--- config.mk ---
export PLATFORM = sky130hd
export DESIGN_NAME = rv32_instruction_decoder
export DESIGN_NICKNAME = d
export VERILOG_FILES = /design/src/hdl/rv32d_pkg.sv /design/src/hdl/rv32_instruction_decoder.sv /design/src/hdl/rv32d_kind_dec.sv /design/src/hdl/rv32d_imm_gen.sv
export SDC_FILE = /design/constraint.sdc
export NUM_CORES = 1
export LEC_CHECK = 0
export BUFFER_PORTS_ARGS = -buffer_cell sky130_fd_sc_hd__buf_2
export CAP_MARGIN = 30
export CORE_MARGIN = 2
export CORE_UTILIZATION = 50
export DETAILED_ROUTE_END_ITERATION = 16
export GPL_TIMING_DRIVEN = 0
export MAX_ROUTING_LAYER = met4
export PLACE_DENSITY_LB_ADDON = 0.25
export SLEW_MARGIN = 20
export SYNTH_ARGS = -nofsm -noshare
export SYNTH_HDL_FRONTEND = slang
export SYNTH_SLANG_ARGS = --single-unit
--- constraint.sdc ---
create_clock -name clk_i -period 6.3 [get_ports clk_i]
set_clock_uncertainty 0.05 [all_clocks]
set_input_delay 1.26 -clock clk_i [delete_from_list [all_inputs] [get_ports clk_i]]
set_output_delay 1.26 -clock clk_i [all_outputs]
set_load 0.03 [all_outputs]
--- src/hdl/rv32d_pkg.sv ---
// Shared opcodes, instruction kind codes and types for the RV32 instruction decoder.
`timescale 1ns / 1ps

package rv32d_pkg;

  localparam int unsigned InstrWidth = 32;
  localparam int unsigned ImmWidth   = 32;
  localparam int unsigned KindWidth  = 6;

  // Major opcodes, instruction bits 6 to 0.
  localparam logic [6:0] OP_OP      = 7'h33;
  localparam logic [6:0] OP_OP_IMM  = 7'h13;
  localparam logic [6:0] OP_LOAD    = 7'h03;
  localparam logic [6:0] OP_STORE   = 7'h23;
  localparam logic [6:0] OP_LOAD_FP = 7'h07;
  localparam logic [6:0] OP_STORE_FP = 7'h27;
  localparam logic [6:0] OP_OP_FP   = 7'h53;
  localparam logic [6:0] OP_BRANCH  = 7'h63;
  localparam logic [6:0] OP_JAL     = 7'h6F;
  localparam logic [6:0] OP_JALR    = 7'h67;
  localparam logic [6:0] OP_LUI     = 7'h37;
  localparam logic [6:0] OP_AUIPC   = 7'h17;

  typedef enum logic [KindWidth-1:0] {
    KIND_INVALID = 6'd0,
    KIND_ADD, KIND_SUB, KIND_AND, KIND_OR, KIND_XOR,
    KIND_SLL, KIND_SRL, KIND_SRA, KIND_SLT, KIND_SLTU,
    KIND_ADDI, KIND_ANDI, KIND_ORI, KIND_XORI, KIND_SLLI,
    KIND_SRLI, KIND_SRAI, KIND_SLTI, KIND_SLTIU,
    KIND_LW, KIND_SW, KIND_FLW, KIND_FSW,
    KIND_FADD_S, KIND_FSUB_S, KIND_FMUL_S, KIND_FDIV_S,
    KIND_BEQ, KIND_BNE, KIND_BLT, KIND_BGE, KIND_BLTU, KIND_BGEU,
    KIND_JAL, KIND_JALR, KIND_LUI, KIND_AUIPC
  } kind_e;

  typedef logic [InstrWidth-1:0] instr_t;
  typedef logic [ImmWidth-1:0]   imm_t;

endpackage

--- src/hdl/rv32_instruction_decoder.sv ---
// Top level of the RV32 instruction decoder: input register, decode logic, result register.
`timescale 1ns / 1ps
// Path: an accepted input word is held in the input register, decoded, then held in the result register.
// Throughput: one transaction per cycle; the input register and the result register each
// advance whenever the stage after them is empty or being drained.
// Reset: rst_ni clears both valid flags asynchronously; the payload registers are not reset.

module rv32_instruction_decoder (
  input  logic                clk_i,
  input  logic                rst_ni,
  // Slave side: tdata = instruction_word[31:0].
  input  logic                s_axis_tvalid_i,
  output logic                s_axis_tready_o,
  input  logic [31:0]         s_axis_tdata_i,
  // Master side: tdata = major_opcode[6:0], dest_reg[11:7], func3_field[14:12],
  // src1_reg[19:15], src2_reg[24:20], func7_field[31:25], immediate[63:32].
  output logic                m_axis_tvalid_o,
  input  logic                m_axis_tready_i,
  output logic [63:0]         m_axis_tdata_o,
  // tuser = kind[5:0].
  output logic [5:0]          m_axis_tuser_o
);
  import rv32d_pkg::*;

  // Stage one holds the raw word; stage two holds the decoded result.
  logic   in_valid_q;
  instr_t in_word_q;
  logic   out_valid_q;
  instr_t out_word_q;
  imm_t   out_imm_q;
  kind_e  out_kind_q;

  logic   out_en;
  logic   in_en;
  kind_e  dec_kind;
  imm_t   dec_imm;

  // The result register takes a new value when it is empty or its result is
  // being taken in this cycle; the input register follows the same rule one step back.
  assign out_en          = !out_valid_q || m_axis_tready_i;
  assign s_axis_tready_o = !in_valid_q || out_en;
  assign in_en           = s_axis_tvalid_i && s_axis_tready_o;

  always_ff @(posedge clk_i or negedge rst_ni) begin
    if (!rst_ni) begin
      in_valid_q  <= 1'b0;
      out_valid_q <= 1'b0;
    end else begin
      if (s_axis_tready_o) in_valid_q <= s_axis_tvalid_i;
      if (out_en) out_valid_q <= in_valid_q;
    end
  end

  always_ff @(posedge clk_i) begin
    if (in_en) in_word_q <= s_axis_tdata_i;
    if (out_en && in_valid_q) begin
      out_word_q <= in_word_q;
      out_imm_q  <= dec_imm;
      out_kind_q <= dec_kind;
    end
  end

  rv32d_kind_dec u_kind_dec (
    .instr_i (in_word_q),
    .kind_o  (dec_kind)
  );

  rv32d_imm_gen u_imm_gen (
    .instr_i (in_word_q),
    .imm_o   (dec_imm)
  );

  // The register and function fields sit at their native bit positions, so the
  // low half of the result is the instruction word itself.
  assign m_axis_tvalid_o = out_valid_q;
  assign m_axis_tdata_o  = {out_imm_q, out_word_q};
  assign m_axis_tuser_o  = out_kind_q;

  a_load_gives_valid: assert property (@(posedge clk_i) disable iff (!rst_ni)
    in_valid_q && out_en |=> m_axis_tvalid_o)
    else $error("decoded word did not reach the result register");

  a_full_pipe_stalls: assert property (@(posedge clk_i) disable iff (!rst_ni)
    in_valid_q && !out_en |-> !s_axis_tready_o)
    else $error("input accepted while both stages are full and stalled");

  a_rtype_no_imm: assert property (@(posedge clk_i) disable iff (!rst_ni)
    m_axis_tvalid_o && (m_axis_tdata_o[6:0] == OP_OP || m_axis_tdata_o[6:0] == OP_OP_FP)
    |-> m_axis_tdata_o[63:32] == '0)
    else $error("register-register result carries a nonzero immediate");

  a_upper_imm_low_zero: assert property (@(posedge clk_i) disable iff (!rst_ni)
    m_axis_tvalid_o && (m_axis_tdata_o[6:0] == OP_LUI || m_axis_tdata_o[6:0] == OP_AUIPC)
    |-> m_axis_tdata_o[43:32] == '0)
    else $error("upper immediate has nonzero low bits");

  a_jal_kind: assert property (@(posedge clk_i) disable iff (!rst_ni)
    m_axis_tvalid_o && m_axis_tdata_o[6:0] == OP_JAL |-> m_axis_tuser_o == KIND_JAL)
    else $error("jump opcode decoded to the wrong kind");

endmodule

--- src/hdl/rv32d_kind_dec.sv ---
// Classifies an instruction word into its kind code.
`timescale 1ns / 1ps

module rv32d_kind_dec (
  input  rv32d_pkg::instr_t instr_i,
  output rv32d_pkg::kind_e  kind_o
);
  import rv32d_pkg::*;

  localparam logic [2:0] F3_ADD  = 3'd0;
  localparam logic [2:0] F3_SLL  = 3'd1;
  localparam logic [2:0] F3_SLT  = 3'd2;
  localparam logic [2:0] F3_SLTU = 3'd3;
  localparam logic [2:0] F3_XOR  = 3'd4;
  localparam logic [2:0] F3_SRL  = 3'd5;
  localparam logic [2:0] F3_OR   = 3'd6;
  localparam logic [2:0] F3_AND  = 3'd7;
  localparam logic [2:0] F3_WORD = 3'd2;
  localparam logic [2:0] F3_JALR = 3'd0;
  localparam logic [2:0] F3_BEQ  = 3'd0;
  localparam logic [2:0] F3_BNE  = 3'd1;
  localparam logic [2:0] F3_BLT  = 3'd4;
  localparam logic [2:0] F3_BGE  = 3'd5;
  localparam logic [2:0] F3_BLTU = 3'd6;
  localparam logic [2:0] F3_BGEU = 3'd7;

  localparam logic [6:0] F7_BASE = 7'h00;
  localparam logic [6:0] F7_ALT  = 7'h20;
  localparam logic [6:0] F7_FADD = 7'h00;
  localparam logic [6:0] F7_FSUB = 7'h04;
  localparam logic [6:0] F7_FMUL = 7'h08;
  localparam logic [6:0] F7_FDIV = 7'h0C;

  logic [6:0] opcode;
  logic [2:0] f3;
  logic [6:0] f7;

  assign opcode = instr_i[6:0];
  assign f3     = instr_i[14:12];
  assign f7     = instr_i[31:25];

  always_comb begin
    kind_o = KIND_INVALID;
    unique case (opcode)
      OP_OP: begin
        if (f7 == F7_BASE) begin
          unique case (f3)
            F3_ADD:  kind_o = KIND_ADD;
            F3_SLL:  kind_o = KIND_SLL;
            F3_SLT:  kind_o = KIND_SLT;
            F3_SLTU: kind_o = KIND_SLTU;
            F3_XOR:  kind_o = KIND_XOR;
            F3_SRL:  kind_o = KIND_SRL;
            F3_OR:   kind_o = KIND_OR;
            F3_AND:  kind_o = KIND_AND;
            default: kind_o = KIND_INVALID;
          endcase
        end else if (f7 == F7_ALT) begin
          if (f3 == F3_ADD) kind_o = KIND_SUB;
          else if (f3 == F3_SRL) kind_o = KIND_SRA;
        end
      end
      OP_OP_IMM: begin
        unique case (f3)
          F3_ADD:  kind_o = KIND_ADDI;
          F3_AND:  kind_o = KIND_ANDI;
          F3_OR:   kind_o = KIND_ORI;
          F3_XOR:  kind_o = KIND_XORI;
          F3_SLL:  if (f7 == F7_BASE) kind_o = KIND_SLLI;
          F3_SRL: begin
            if (f7 == F7_BASE) kind_o = KIND_SRLI;
            else if (f7 == F7_ALT) kind_o = KIND_SRAI;
          end
          F3_SLT:  kind_o = KIND_SLTI;
          F3_SLTU: kind_o = KIND_SLTIU;
          default: kind_o = KIND_INVALID;
        endcase
      end
      OP_LOAD:     if (f3 == F3_WORD) kind_o = KIND_LW;
      OP_STORE:    if (f3 == F3_WORD) kind_o = KIND_SW;
      OP_LOAD_FP:  if (f3 == F3_WORD) kind_o = KIND_FLW;
      OP_STORE_FP: if (f3 == F3_WORD) kind_o = KIND_FSW;
      OP_OP_FP: begin
        // The rounding mode in func3 is not checked.
        if (f7 == F7_FADD) kind_o = KIND_FADD_S;
        else if (f7 == F7_FSUB) kind_o = KIND_FSUB_S;
        else if (f7 == F7_FMUL) kind_o = KIND_FMUL_S;
        else if (f7 == F7_FDIV) kind_o = KIND_FDIV_S;
      end
      OP_BRANCH: begin
        unique case (f3)
          F3_BEQ:  kind_o = KIND_BEQ;
          F3_BNE:  kind_o = KIND_BNE;
          F3_BLT:  kind_o = KIND_BLT;
          F3_BGE:  kind_o = KIND_BGE;
          F3_BLTU: kind_o = KIND_BLTU;
          F3_BGEU: kind_o = KIND_BGEU;
          default: kind_o = KIND_INVALID;
        endcase
      end
      OP_JAL:   kind_o = KIND_JAL;
      OP_JALR:  if (f3 == F3_JALR) kind_o = KIND_JALR;
      OP_LUI:   kind_o = KIND_LUI;
      OP_AUIPC: kind_o = KIND_AUIPC;
      default:  kind_o = KIND_INVALID;
    endcase
  end

endmodule

--- src/hdl/rv32d_imm_gen.sv ---
// Builds the sign-extended immediate for the format that the major opcode selects.
`timescale 1ns / 1ps

module rv32d_imm_gen (
  input  rv32d_pkg::instr_t instr_i,
  output rv32d_pkg::imm_t   imm_o
);
  import rv32d_pkg::*;

  imm_t imm_i_fmt;
  imm_t imm_s_fmt;
  imm_t imm_b_fmt;
  imm_t imm_j_fmt;
  imm_t imm_u_fmt;

  assign imm_i_fmt = {{20{instr_i[31]}}, instr_i[31:20]};
  assign imm_s_fmt = {{20{instr_i[31]}}, instr_i[31:25], instr_i[11:7]};
  assign imm_b_fmt = {{20{instr_i[31]}}, instr_i[7], instr_i[30:25], instr_i[11:8], 1'b0};
  assign imm_j_fmt = {{12{instr_i[31]}}, instr_i[19:12], instr_i[20], instr_i[30:21], 1'b0};
  assign imm_u_fmt = {instr_i[31:12], 12'h000};

  always_comb begin
    unique case (instr_i[6:0])
      OP_OP_IMM, OP_LOAD, OP_LOAD_FP, OP_JALR: imm_o = imm_i_fmt;
      OP_STORE, OP_STORE_FP:                   imm_o = imm_s_fmt;
      OP_BRANCH:                               imm_o = imm_b_fmt;
      OP_JAL:                                  imm_o = imm_j_fmt;
      OP_LUI, OP_AUIPC:                        imm_o = imm_u_fmt;
      // Register-register integer and floating-point operations and unknown opcodes carry no immediate.
      default:                                 imm_o = '0;
    endcase
  end

endmodule

==> metrics.md, run 1 <==
| Metric | Value |
|---|---|
| Outcome | `finished clean` |
| Total of flip-flops plus latches after synthesis | `108` |
| Hold WC Path Type | `flop to flop` |
| Asr flop ratio synth | `1.85%` |
| CP Max Fanout | `3` |
| Placed cell count | `505` |
| Via count of the first global-routing pass | `2,699` |
| Pre-antenna DRT Iters | `4` |
| Synthesized area | `0.00440 mm^2` |
| Starting Density | `50.9%` |
| Combinational share of power | `13.6%` |
| IO Port Bufs | `107` |
| Dpl hpwl | `6020 um` |
| Overflow left after global routing | `0` |
| VDD IR max | `107 uV` |
| Period utilisation layout | `48.3%` |
| Crit path time final | `3.04 ns` |
| Commonest non-fill, non-tap cells in the layout | `buf_2, edfxtp_1, nand2_1` |
| Critical path required time | `4.99 ns` |
| Leakage | `0.00210 uW` |
| Upper clock frequency limit | `0.329 GHz` |
| Initial antenna violation count | `0` |
| Worst R2R Path Depth | `5` |
| Fin nets | `444` |
| Proportion of layout cells with a drive suffix above 1 | `38.3%` |
| # Post-CTS Setup Buffers | `0` |
| Switch Pwr | `404 uW` |
| Num ports | `108` |
| Seq/Total Area, Yosys | `72.6%` |
| Slew Viols, Final | `0` |
| Worst EP arrival | `1.73 ns` |
| Max-slew headroom | `57.8%` |
| Sink Count | `108` |
| WL per Instance | `16.5 um` |
| Min-delay src | `in_word_q[2]` |
| Final Instance Count excl. Fillers | `521` |
| Fin. Hold Viols | `0` |
| PostCTS Resize Cnt | `0` |
| Final setup vio count | `0` |
| Root Driver | `clkbuf_8` |
| Largest net degree at the start of global routing | `45` |
| Most common cell after layout, fill and taps aside | `buf_2` |
| Filler cell count | `686` |
| Mapped Cells | `288` |
| Unrepaired setup endpoints after global routing | `no` |
| Gr usage total | `19.0%` |
| Crit-path most repeated cell | `buf_2` |
| # diodes | `0` |
| Worst slew pin tran | `0.632 ns` |
| Setup_tns | `0 ns` |
| P_int | `1060 uW` |
| Initial drt markers | `173` |
| Height of the die | `97.8 um` |
| Critical path cell sequence | `buf_2, nand3b_1, buf_2` |
| Yosys Warn Count | `0` |
| Sw Share | `27.6%` |
| CTS buffer count | `9` |
| DRT Wirelength | `8580 um` |
| CTS tree | `yes` |
| Yosys cell types | `69` |
| Worst skew pair latency | `0.37 ns` |
| Dominant synthesized flop cell | `edfxtp_1` |
| Vias | `2,824` |
| Slowest cell on the critical path | `buf_2` |
| Clk pin slew, worst setup/hold paths | `0.10 ns` |
| Worst setup path start | `m_axis_tready_i` |
| Remaining DRCs | `0` |
| CP endpoint kind | `output pin` |
| Avg Synthesized Cell Area | `15.3 um^2` |
| Die X | `97.8 um` |
| CP startpoint kind | `primary input` |
| EDFF count, synth | `102` |
| Worst reg2reg path startpoint | `in_word_q[2]` |
| Antenna Violating Nets Remaining | `0` |
| Critical Path Max Stage Delay | `0.20 ns` |
| Synthesized Nets | `324` |
| H-tree levels | `3` |
| Gpl congestion | `0.816` |
| Critical path class | `primary input to output pin` |
| Vias per inst | `5.42` |
| CTS Hold Bufs | `0` |
| Die area | `0.00956 mm^2` |
| Max Cap Viol | `0` |
| Max Root-Sink Buffers | `2` |
| Sequential Power Share | `59.4%` |
| Pwr/cell area | `276 mW/mm^2` |
| CORE AREA | `0.00864 mm^2` |
| Placement row count | `34` |
| Clock Power Share | `27.0%` |
| Area grow syn2layout | `20.5%` |
| Worst hold stages | `0` |
| First-pass GRT wire length | `13,700 um` |
-- flip-flops by register name, indices dropped and copies added, names as in the netlist, named ones only --
| signal | count |
|---|---|
| in_valid_q | 1 |
| out_word_q | 32 |
| in_word_q | 32 |
| m_axis_tuser_o | 6 |
| out_imm_q | 32 |
| m_axis_tvalid_o | 1 |
-- synth_stat cells (6+ instances only) --
cell      instances  share of area [%]
nand3_1           6               0.68
nand2_1          18                1.5
edfxtp_1        102                 70
buf_2             8               0.91
nor3b_1           7                1.2
o21ai_0          16                1.8
nor2_1            8               0.68
a21o_1            8                1.4
a21oi_1           6               0.68
nand2b_1          7                1.0
o21ai_1           8               0.91
-- per-layer routing --
| layer | global-route usage (%) | part of all wire, % | wire [um] | vias up |
|---|---|---|---|---|
| met2 | 28.4 | 48 | 4100 | 113 |
| met4 | 8.65 | 2.3 | 195 | 0 |
| met5 | - | 0 | 0 | - |
| met1 | 25.2 | 43 | 3700 | 1338 |
| li1 | - | - | - | 1355 |
| met3 | 4.08 | 6.9 | 590 | 18 |
-- worst paths after layout --
kind                                      to  slack, ns
setup reg to reg           m_axis_tuser_o[0]       4.42
hold / removal                 out_word_q[2]       0.41
setup / recovery             s_axis_tready_o       3.26
max in group asynchronous         in_valid_q       5.50
min in group asynchronous    m_axis_tvalid_o       0.60
hold reg to reg                out_word_q[2]       0.41
-- area by class of cell --
cell class                      instances  area [um^2]  share of cell area [%]
Buffer                                 16         96.3                    1.82
Clock buffer                           10          128                    2.41
Clock inverter                          6         53.8                    1.02
Inverter                                5         18.8                   0.354
Multi-Input combinational cell        159         1090                    20.6
Sequential cell                       108         3190                    60.2
Tap cell                              108          135                    2.55
Timing Repair Buffer                  109          583                    11.0
-- cell families after synthesis --
group | Yosys count | synth area share, %
buf+inv | 21 | 2.59
mux | 4 | 0.968
compound gates | 65 | 10.0
flops | 108 | 72.6
xor+xnor | 1 | 0.199
simple gates | 89 | 13.6
-- critical path, delay by kind of cell --
kind,cells,cell delay (ns)
simple gates,1,0.18
buf+inv,2,0.30
-- power by group through the flow --
| stage | Combinational (uW) | Clock, uW | Sequential, uW |
|---|---|---|---|
| after floorplan | 66.0 | 0 | 950 |
| after global placement | 191 | 0 | 887 |
| after detailed placement | 200 | 0 | 884 |
| after CTS | 200 | 402 | 868 |
| after global routing | 213 | 428 | 874 |
| final | 199 | 394 | 868 |
-- stage by stage --
stage                     total power (uW)  hold slack [ns]  area, um^2  utilization [%]  setup slack [ns]
after floorplan                       1020            0.371        4400                -              2.80
after global placement                1080            0.379        5070             58.7              2.16
after detailed placement              1080            0.378        5120             59.3              3.26
after CTS                             1470            0.411        5300             61.4              3.25
after global routing                  1510            0.421        5300             61.4              3.23
final                                 1460            0.406        5300             61.4              3.26
Note: power is estimated with default switching activity, not from simulation.
==> run 2, diff against run 1 <==
==> constraint.sdc (replaced) <==
create_clock -name clk_i -period 3 [get_ports clk_i]
set_clock_uncertainty 0.05 [all_clocks]
set_input_delay 0.6 -clock clk_i [delete_from_list [all_inputs] [get_ports clk_i]]
set_output_delay 0.6 -clock clk_i [all_outputs]
set_load 0.03 [all_outputs]
==> run 2 against run 1 <==
Net effect:
- sequential cell count unchanged
- cell count grew 0.19%
- clock-buffer cell count did not move
- die area unchanged
- total power is 110% higher
==> metrics.md, run 2 (same netlist as run 1, synthesis figures left out) <==
| Metric | Value |
|---|---|
| Outcome | `finished clean` |
| Tot Pwr | `3070 uW (+110%)` |
| Proportion of layout cells with a drive suffix above 1 | `38.2% (-0.092 points)` |
| Met1 Use GR | `25.3% (+0.15 points)` |
| Unrepaired setup endpoints after global routing | `no` |
| Placement row count | `34 (unchanged)` |
| Final setup vio count | `0 (unchanged)` |
| Most common cell after layout, fill and taps aside | `buf_2` |
| Initial antenna violation count | `0 (unchanged)` |
| Vias per inst | `5.41 (-0.23%)` |
| CP startpoint kind | `flop` |
| Pre-antenna DRT Iters | `4 (unchanged)` |
| VDD IR max | `225 uV (+110%)` |
| Initial drt markers | `148 (-14%)` |
| Dpl hpwl | `6020 um (unchanged)` |
| Starting Density | `50.9% (unchanged)` |
| Period utilisation layout | `62.6%` |
| Die X | `97.8 um (unchanged)` |
| Commonest non-fill, non-tap cells in the layout | `buf_2, edfxtp_1, nand2_1` |
| Final worst slack | `1.12 ns (-2.14 ns)` |
| Fin nets | `445 (+0.23%)` |
| WL per Instance | `16.4 um (-0.23%)` |
| Worst skew pair latency | `0.37 ns (about the same)` |
| Max Cap Viol | `0 (unchanged)` |
| IO Port Bufs | `107 (unchanged)` |
| Root Driver | `clkbuf_8` |
| Overflow left after global routing | `0 (unchanged)` |
| Die area | `0.00956 mm^2 (unchanged)` |
| Max-slew headroom | `57.5% (-0.32 points)` |
| GRT Max-Usage Layer | `met2` |
| Remaining DRCs | `0 (unchanged)` |
| CORE AREA | `0.00864 mm^2 (unchanged)` |
| Max Root-Sink Buffers | `2 (unchanged)` |
| Critical path required time | `3.05 ns (-1.94 ns)` |
| Leakage | `0.00210 uW (+0.20%)` |
| GR met3 Demand/Resource | `4.08% (unchanged)` |
| Crit path time final | `1.88 ns` |
| Setup_tns | `0 ns (unchanged)` |
| Fin Hold WS | `0.340 ns (-0.0665 ns)` |
| Fin area | `0.00531 mm^2 (+0.19%)` |
| CP endpoint kind | `flop` |
| Vias | `2,823 (-0.035%)` |
| Gr usage total | `19.0% (+0.048 points)` |
| Worst slew pin tran | `0.636 ns (+0.00472 ns)` |
| Height of the die | `97.8 um (unchanged)` |
| Pwr/cell area | `578 mW/mm^2 (+110%)` |
| # Post-CTS Setup Buffers | `0 (unchanged)` |
| Area grow syn2layout | `20.8%` |
| Antenna Violating Nets Remaining | `0 (unchanged)` |
| Clk pin slew, worst setup/hold paths | `0.11 ns (about the same)` |
| PostCTS Resize Cnt | `0 (unchanged)` |
| Sink Count | `108 (unchanged)` |
| Met2 Track Usage GR | `28.4% (unchanged)` |
| First-pass GRT wire length | `13,700 um (+0.30%)` |
| Upper clock frequency limit | `0.533 GHz` |
| CTS Hold Bufs | `1 (+1)` |
| Placed inst area | `0.00512 mm^2 (unchanged)` |
| Num ports | `108 (unchanged)` |
| CTS tree | `yes` |
| CTS buffer count | `9 (unchanged)` |
| Worst EP arrival | `1.93 ns (+0.20 ns)` |
| Hold WC Path Type | `primary input to flop` |
| Fin. Hold Viols | `0 (unchanged)` |
| DRT Wirelength | `8580 um (about the same)` |
| Gpl congestion | `0.816 (unchanged)` |
| Slew Viols, Final | `0 (unchanged)` |
| # diodes | `0 (unchanged)` |
| Largest net degree at the start of global routing | `45 (unchanged)` |
| H-tree levels | `3 (unchanged)` |
| Top flop regs | `in_word_q x32, out_imm_q x32, out_word_q x32` |
| Pre-CTS setup slack | `0.871 ns (-2.39 ns)` |
| Via count of the first global-routing pass | `2,706 (+0.26%)` |
| Critical path class | `flop to flop` |
| CP Max Fanout | `10 (+7)` |
run 2: cell types whose count changed in the layout (fill, tap and decap cells not counted):
| cell | before | now |
|---|---|---|
| dlygate4sd3_1 | 0 | 1 |
run 2: cell type report:
class	instances	area [um^2]
Inverter	5	18.8
Sequential cell	108	3190
Fill cell	684	3330
Clock inverter	6	53.8
Clock buffer	10	128
Buffer	16	96.3
Multi-Input combinational cell	159	1090
Tap cell	108	135
Timing Repair Buffer	110	593
run 2: metrics by stage:
stage | cells | utilization (%)
floorplan | 288 | -
global placement | 503 | 58.7
detailed placement | 505 | 59.3
CTS | 522 | 61.5
global route | 522 | 61.5
finish | 522 | 61.5
run 2: layer usage:
layer	vias up	wire, um
met3	16	550
met2	122	4090
li1	1355	-
met4	0	192
met1	1330	3750
met5	-	0
run 2: path summary, 6_finish.rpt:
check | startpoint | end | slack (ns) | cells after the start
worst max register to register | in_word_q[6] | out_imm_q[10] | 1.12 | 5
max in group asynchronous | rst_ni | in_valid_q | 2.32 | 2
worst min-delay path | s_axis_tdata_i[10] | in_word_q[10] | 0.34 | 1
worst min register to register | in_word_q[2] | out_word_q[2] | 0.41 | 0
worst max-delay path | in_word_q[6] | out_imm_q[10] | 1.12 | 5
min in group asynchronous | rst_ni | m_axis_tvalid_o | 0.49 | 2
run 2: report_power, final:
part	internal (uW)	switching (uW)	leakage (uW)
Sequential	1770	48.8	0.00105
Combinational	127	293	0.000957
Clock	320	506	0.0000951
Total	2220	848	0.00210
run 2: critical path, cell delays in order (launching register included):
cell,delay (ns)
edfxtp_1,0.50
buf_2,0.28
o21ai_1,0.12
a21boi_2,0.30
buf_2,0.27
nor3b_1,0.08
==> run 3, diff against run 2 <==
==> constraint.sdc (replaced) <==
create_clock -name clk_i -period 1.92 [get_ports clk_i]
set_clock_uncertainty 0.05 [all_clocks]
set_input_delay 0.384 -clock clk_i [delete_from_list [all_inputs] [get_ports clk_i]]
set_output_delay 0.384 -clock clk_i [all_outputs]
set_load 0.03 [all_outputs]
==> run 3 against run 2 <==
Net effect:
- routed wire length rose by 5.0%
- non-clock buffer count up 15
- highest routed layer unchanged
- largest power group unchanged
- via count grew 2.2%
- register-to-register slack got worse by 1.0 ns
==> metrics.md, run 3 (same netlist as run 1, synthesis figures left out) <==
| Metric | Value |
|---|---|
| Worst setup path start | `in_word_q[6]` |
| Worst hold stages | `1 (unchanged)` |
| Most common cell after layout, fill and taps aside | `buf_2` |
| Period utilisation layout | `95.9% (+33 points)` |
| Worst reg2reg path startpoint | `in_word_q[6]` |
| CTS buffer count | `9 (unchanged)` |
| Fin nets | `460 (+3.4%)` |
| Hold Path End | `in_word_q[23]` |
| Critical path class | `flop to flop` |
| Worst EP arrival | `2.04 ns (+0.11 ns)` |
| Tot Pwr | `4860 uW (+58%)` |
| VDD IR max | `419 uV (+87%)` |
| Sink Count | `108 (unchanged)` |
| DRT Wirelength | `9000 um (+5.0%)` |
| Slowest cell on the critical path | `edfxtp_1` |
| CTS tree | `yes` |
| Slew Viols, Final | `0 (unchanged)` |
| CP Max Fanout | `4 (-6)` |
| Root Driver | `clkbuf_8` |
| Filler cell count | `677 (-1.0%)` |
| Max Root-Sink Buffers | `2 (unchanged)` |
| FF-to-FF End | `out_imm_q[1]` |
| Vias | `2,885 (+2.2%)` |
| Outcome | `finished clean` |
| Upper clock frequency limit | `0.543 GHz (+2.0%)` |
| Via count of the first global-routing pass | `2,670 (-1.3%)` |
| IO Port Bufs | `107 (unchanged)` |
| Final setup vio count | `0 (unchanged)` |
| P_int | `3490 uW (+57%)` |
| Worst slew pin tran | `0.915 ns (+0.279 ns)` |
| Area grow syn2layout | `24.1%` |
| CP startpoint kind | `flop` |
| Pre-antenna DRT Iters | `4 (unchanged)` |
| Max Cap Viol | `0 (unchanged)` |
| CP endpoint kind | `flop` |
| Starting Density | `50.9% (unchanged)` |
| Remaining DRCs | `0 (unchanged)` |
| Clock Power Share | `27.4% (+0.5 points)` |
| Initial antenna violation count | `0 (unchanged)` |
| Proportion of layout cells with a drive suffix above 1 | `41.3% (+3.1 points)` |
| Critical path required time | `2.12 ns (-0.93 ns)` |
| Critical Path Max Stage Delay | `0.45 ns (-0.05 ns)` |
| Switch Pwr | `1370 uW (+61%)` |
| Commonest non-fill, non-tap cells in the layout | `buf_2, edfxtp_1, nand2_1` |
| Vias per inst | `5.37 (-0.66%)` |
| Critical path cell sequence | `buf_4, or2_1, a211o_1, a21oi_2, a22o_1` |
| Max-slew headroom | `39.0% (-19 points)` |
| Crit path time final | `1.84 ns (-0.0369 ns)` |
| Die X | `97.8 um (unchanged)` |
| Overflow left after global routing | `0 (unchanged)` |
| Initial drt markers | `143 (-3.4%)` |
| Gr usage total | `19.6% (+0.58 points)` |
| Placement row count | `34 (unchanged)` |
| Sw Share | `28.1% (+0.51 points)` |
| Leakage | `0.00219 uW (+3.9%)` |
| Height of the die | `97.8 um (unchanged)` |
| Largest net degree at the start of global routing | `71 (+58%)` |
| Worst R2R Path Depth | `5 (unchanged)` |
| CORE AREA | `0.00864 mm^2 (unchanged)` |
| Dpl hpwl | `5970 um (-0.82%)` |
| Sequential Power Share | `58.5% (-0.9 points)` |
| Top flop regs | `in_word_q x32, out_imm_q x32, out_word_q x32` |
| WL per Instance | `16.8 um (+2.0%)` |
| First-pass GRT wire length | `13,900 um (+1.8%)` |
| Clk pin slew, worst setup/hold paths | `0.11 ns (about the same)` |
| Unrepaired setup endpoints after global routing | `no` |
| Worst skew pair latency | `0.37 ns (about the same)` |
| Die area | `0.00956 mm^2 (unchanged)` |
| Hold WC Path Type | `primary input to flop` |
| # diodes | `0 (unchanged)` |
| Num ports | `108 (unchanged)` |
| Antenna Violating Nets Remaining | `0 (unchanged)` |
| Pwr/cell area | `891 mW/mm^2 (+54%)` |
| Setup_tns | `0 ns (unchanged)` |
| Reg2Reg Setup Slack | `0.08 ns (-1.04 ns)` |
| Min-delay src | `s_axis_tdata_i[23]` |
| Fin. Hold Viols | `0 (unchanged)` |
| Finished Core Util | `63.2% (+1.7 points)` |
| H-tree levels | `3 (unchanged)` |
| Combinational share of power | `14.1% (+0.4 points)` |
| Gpl congestion | `0.809 (-0.83%)` |
[run 3: cell count changes in the layout (fill, tap and decap cells not counted), sizes merged]
cell,previous run,this run
clkbuf,15,17
buf,120,132
clkinv,2,5
inv,9,7
[run 3: critical path, delay by kind of cell (launching register included)]
| kind | cells | cell delay (ns) |
|---|---|---|
| AOI/OAI and AO/OA | 3 | 0.77 |
| buffers and inverters | 1 | 0.18 |
| DFF | 1 | 0.45 |
| and+or+nand+nor | 1 | 0.26 |
[run 3: worst max-delay path by stage]
stage,endpoint
floorplan,flop
global placement,m_axis_tuser_o[0]
detailed placement,m_axis_tuser_o[0]
CTS,m_axis_tuser_o[0]
global route,out_imm_q[30]
finish,out_imm_q[1]
[run 3: power by group through the flow]
stage          clock (uW)  sequential (uW)  combinational (uW)
2_1_floorplan           0             3110                 219
3_3_place_gp            0             2900                 631
3_5_place_dp            0             2900                 637
4_1_cts              1360             2850                 641
5_1_grt              1460             2860                 730
6_report             1330             2840                 687
[run 3: final cells by class]
type / count / area (um^2) / share of cell area (%)
sequential: 108 / 3190 / 58.5
inverter: 5 / 18.8 / 0.344
timing repair buffer: 125 / 673 / 12.3
multi-input combinational: 159 / 1130 / 20.8
clock buffer: 9 / 124 / 2.27
tap: 108 / 135 / 2.48
buffer: 16 / 108 / 1.97
clock inverter: 7 / 72.6 / 1.33
[run 3: metrics by stage]
step | setup slack (ns) | std cells | cell area [um^2] | hold WS, ns
6_report | 0.0789 | 537 | 5460 | 0.127
5_1_grt | 0.000851 | 537 | 5460 | 0.0940
4_1_cts | 0.0270 | 520 | 5280 | 0.111
3_5_place_dp | 0.0426 | 503 | 5070 | 0.121
3_3_place_gp | 0.0417 | 503 | 5070 | 0.119
2_1_floorplan | 0.0280 | 288 | 4400 | 0.0384
[run 3: what timing repair did]
| item | in CTS | in global routing |
|---|---|---|
| setup buffers | 0 | 17 |
| hold buffers | 1 | 0 |
| endpoints found under the hold margin | 2 | 0 |
| setup endpoints to repair | 0 | 27 |
| resized for setup | 0 | 10 |
[run 3: metal layers]
layer | routed length [um] | global-route usage [%]
met5 | 0 | -
met2 | 4450 | 29.5
met1 | 3920 | 26.3
met3 | 529 | 5.01
met4 | 104 | 6.73
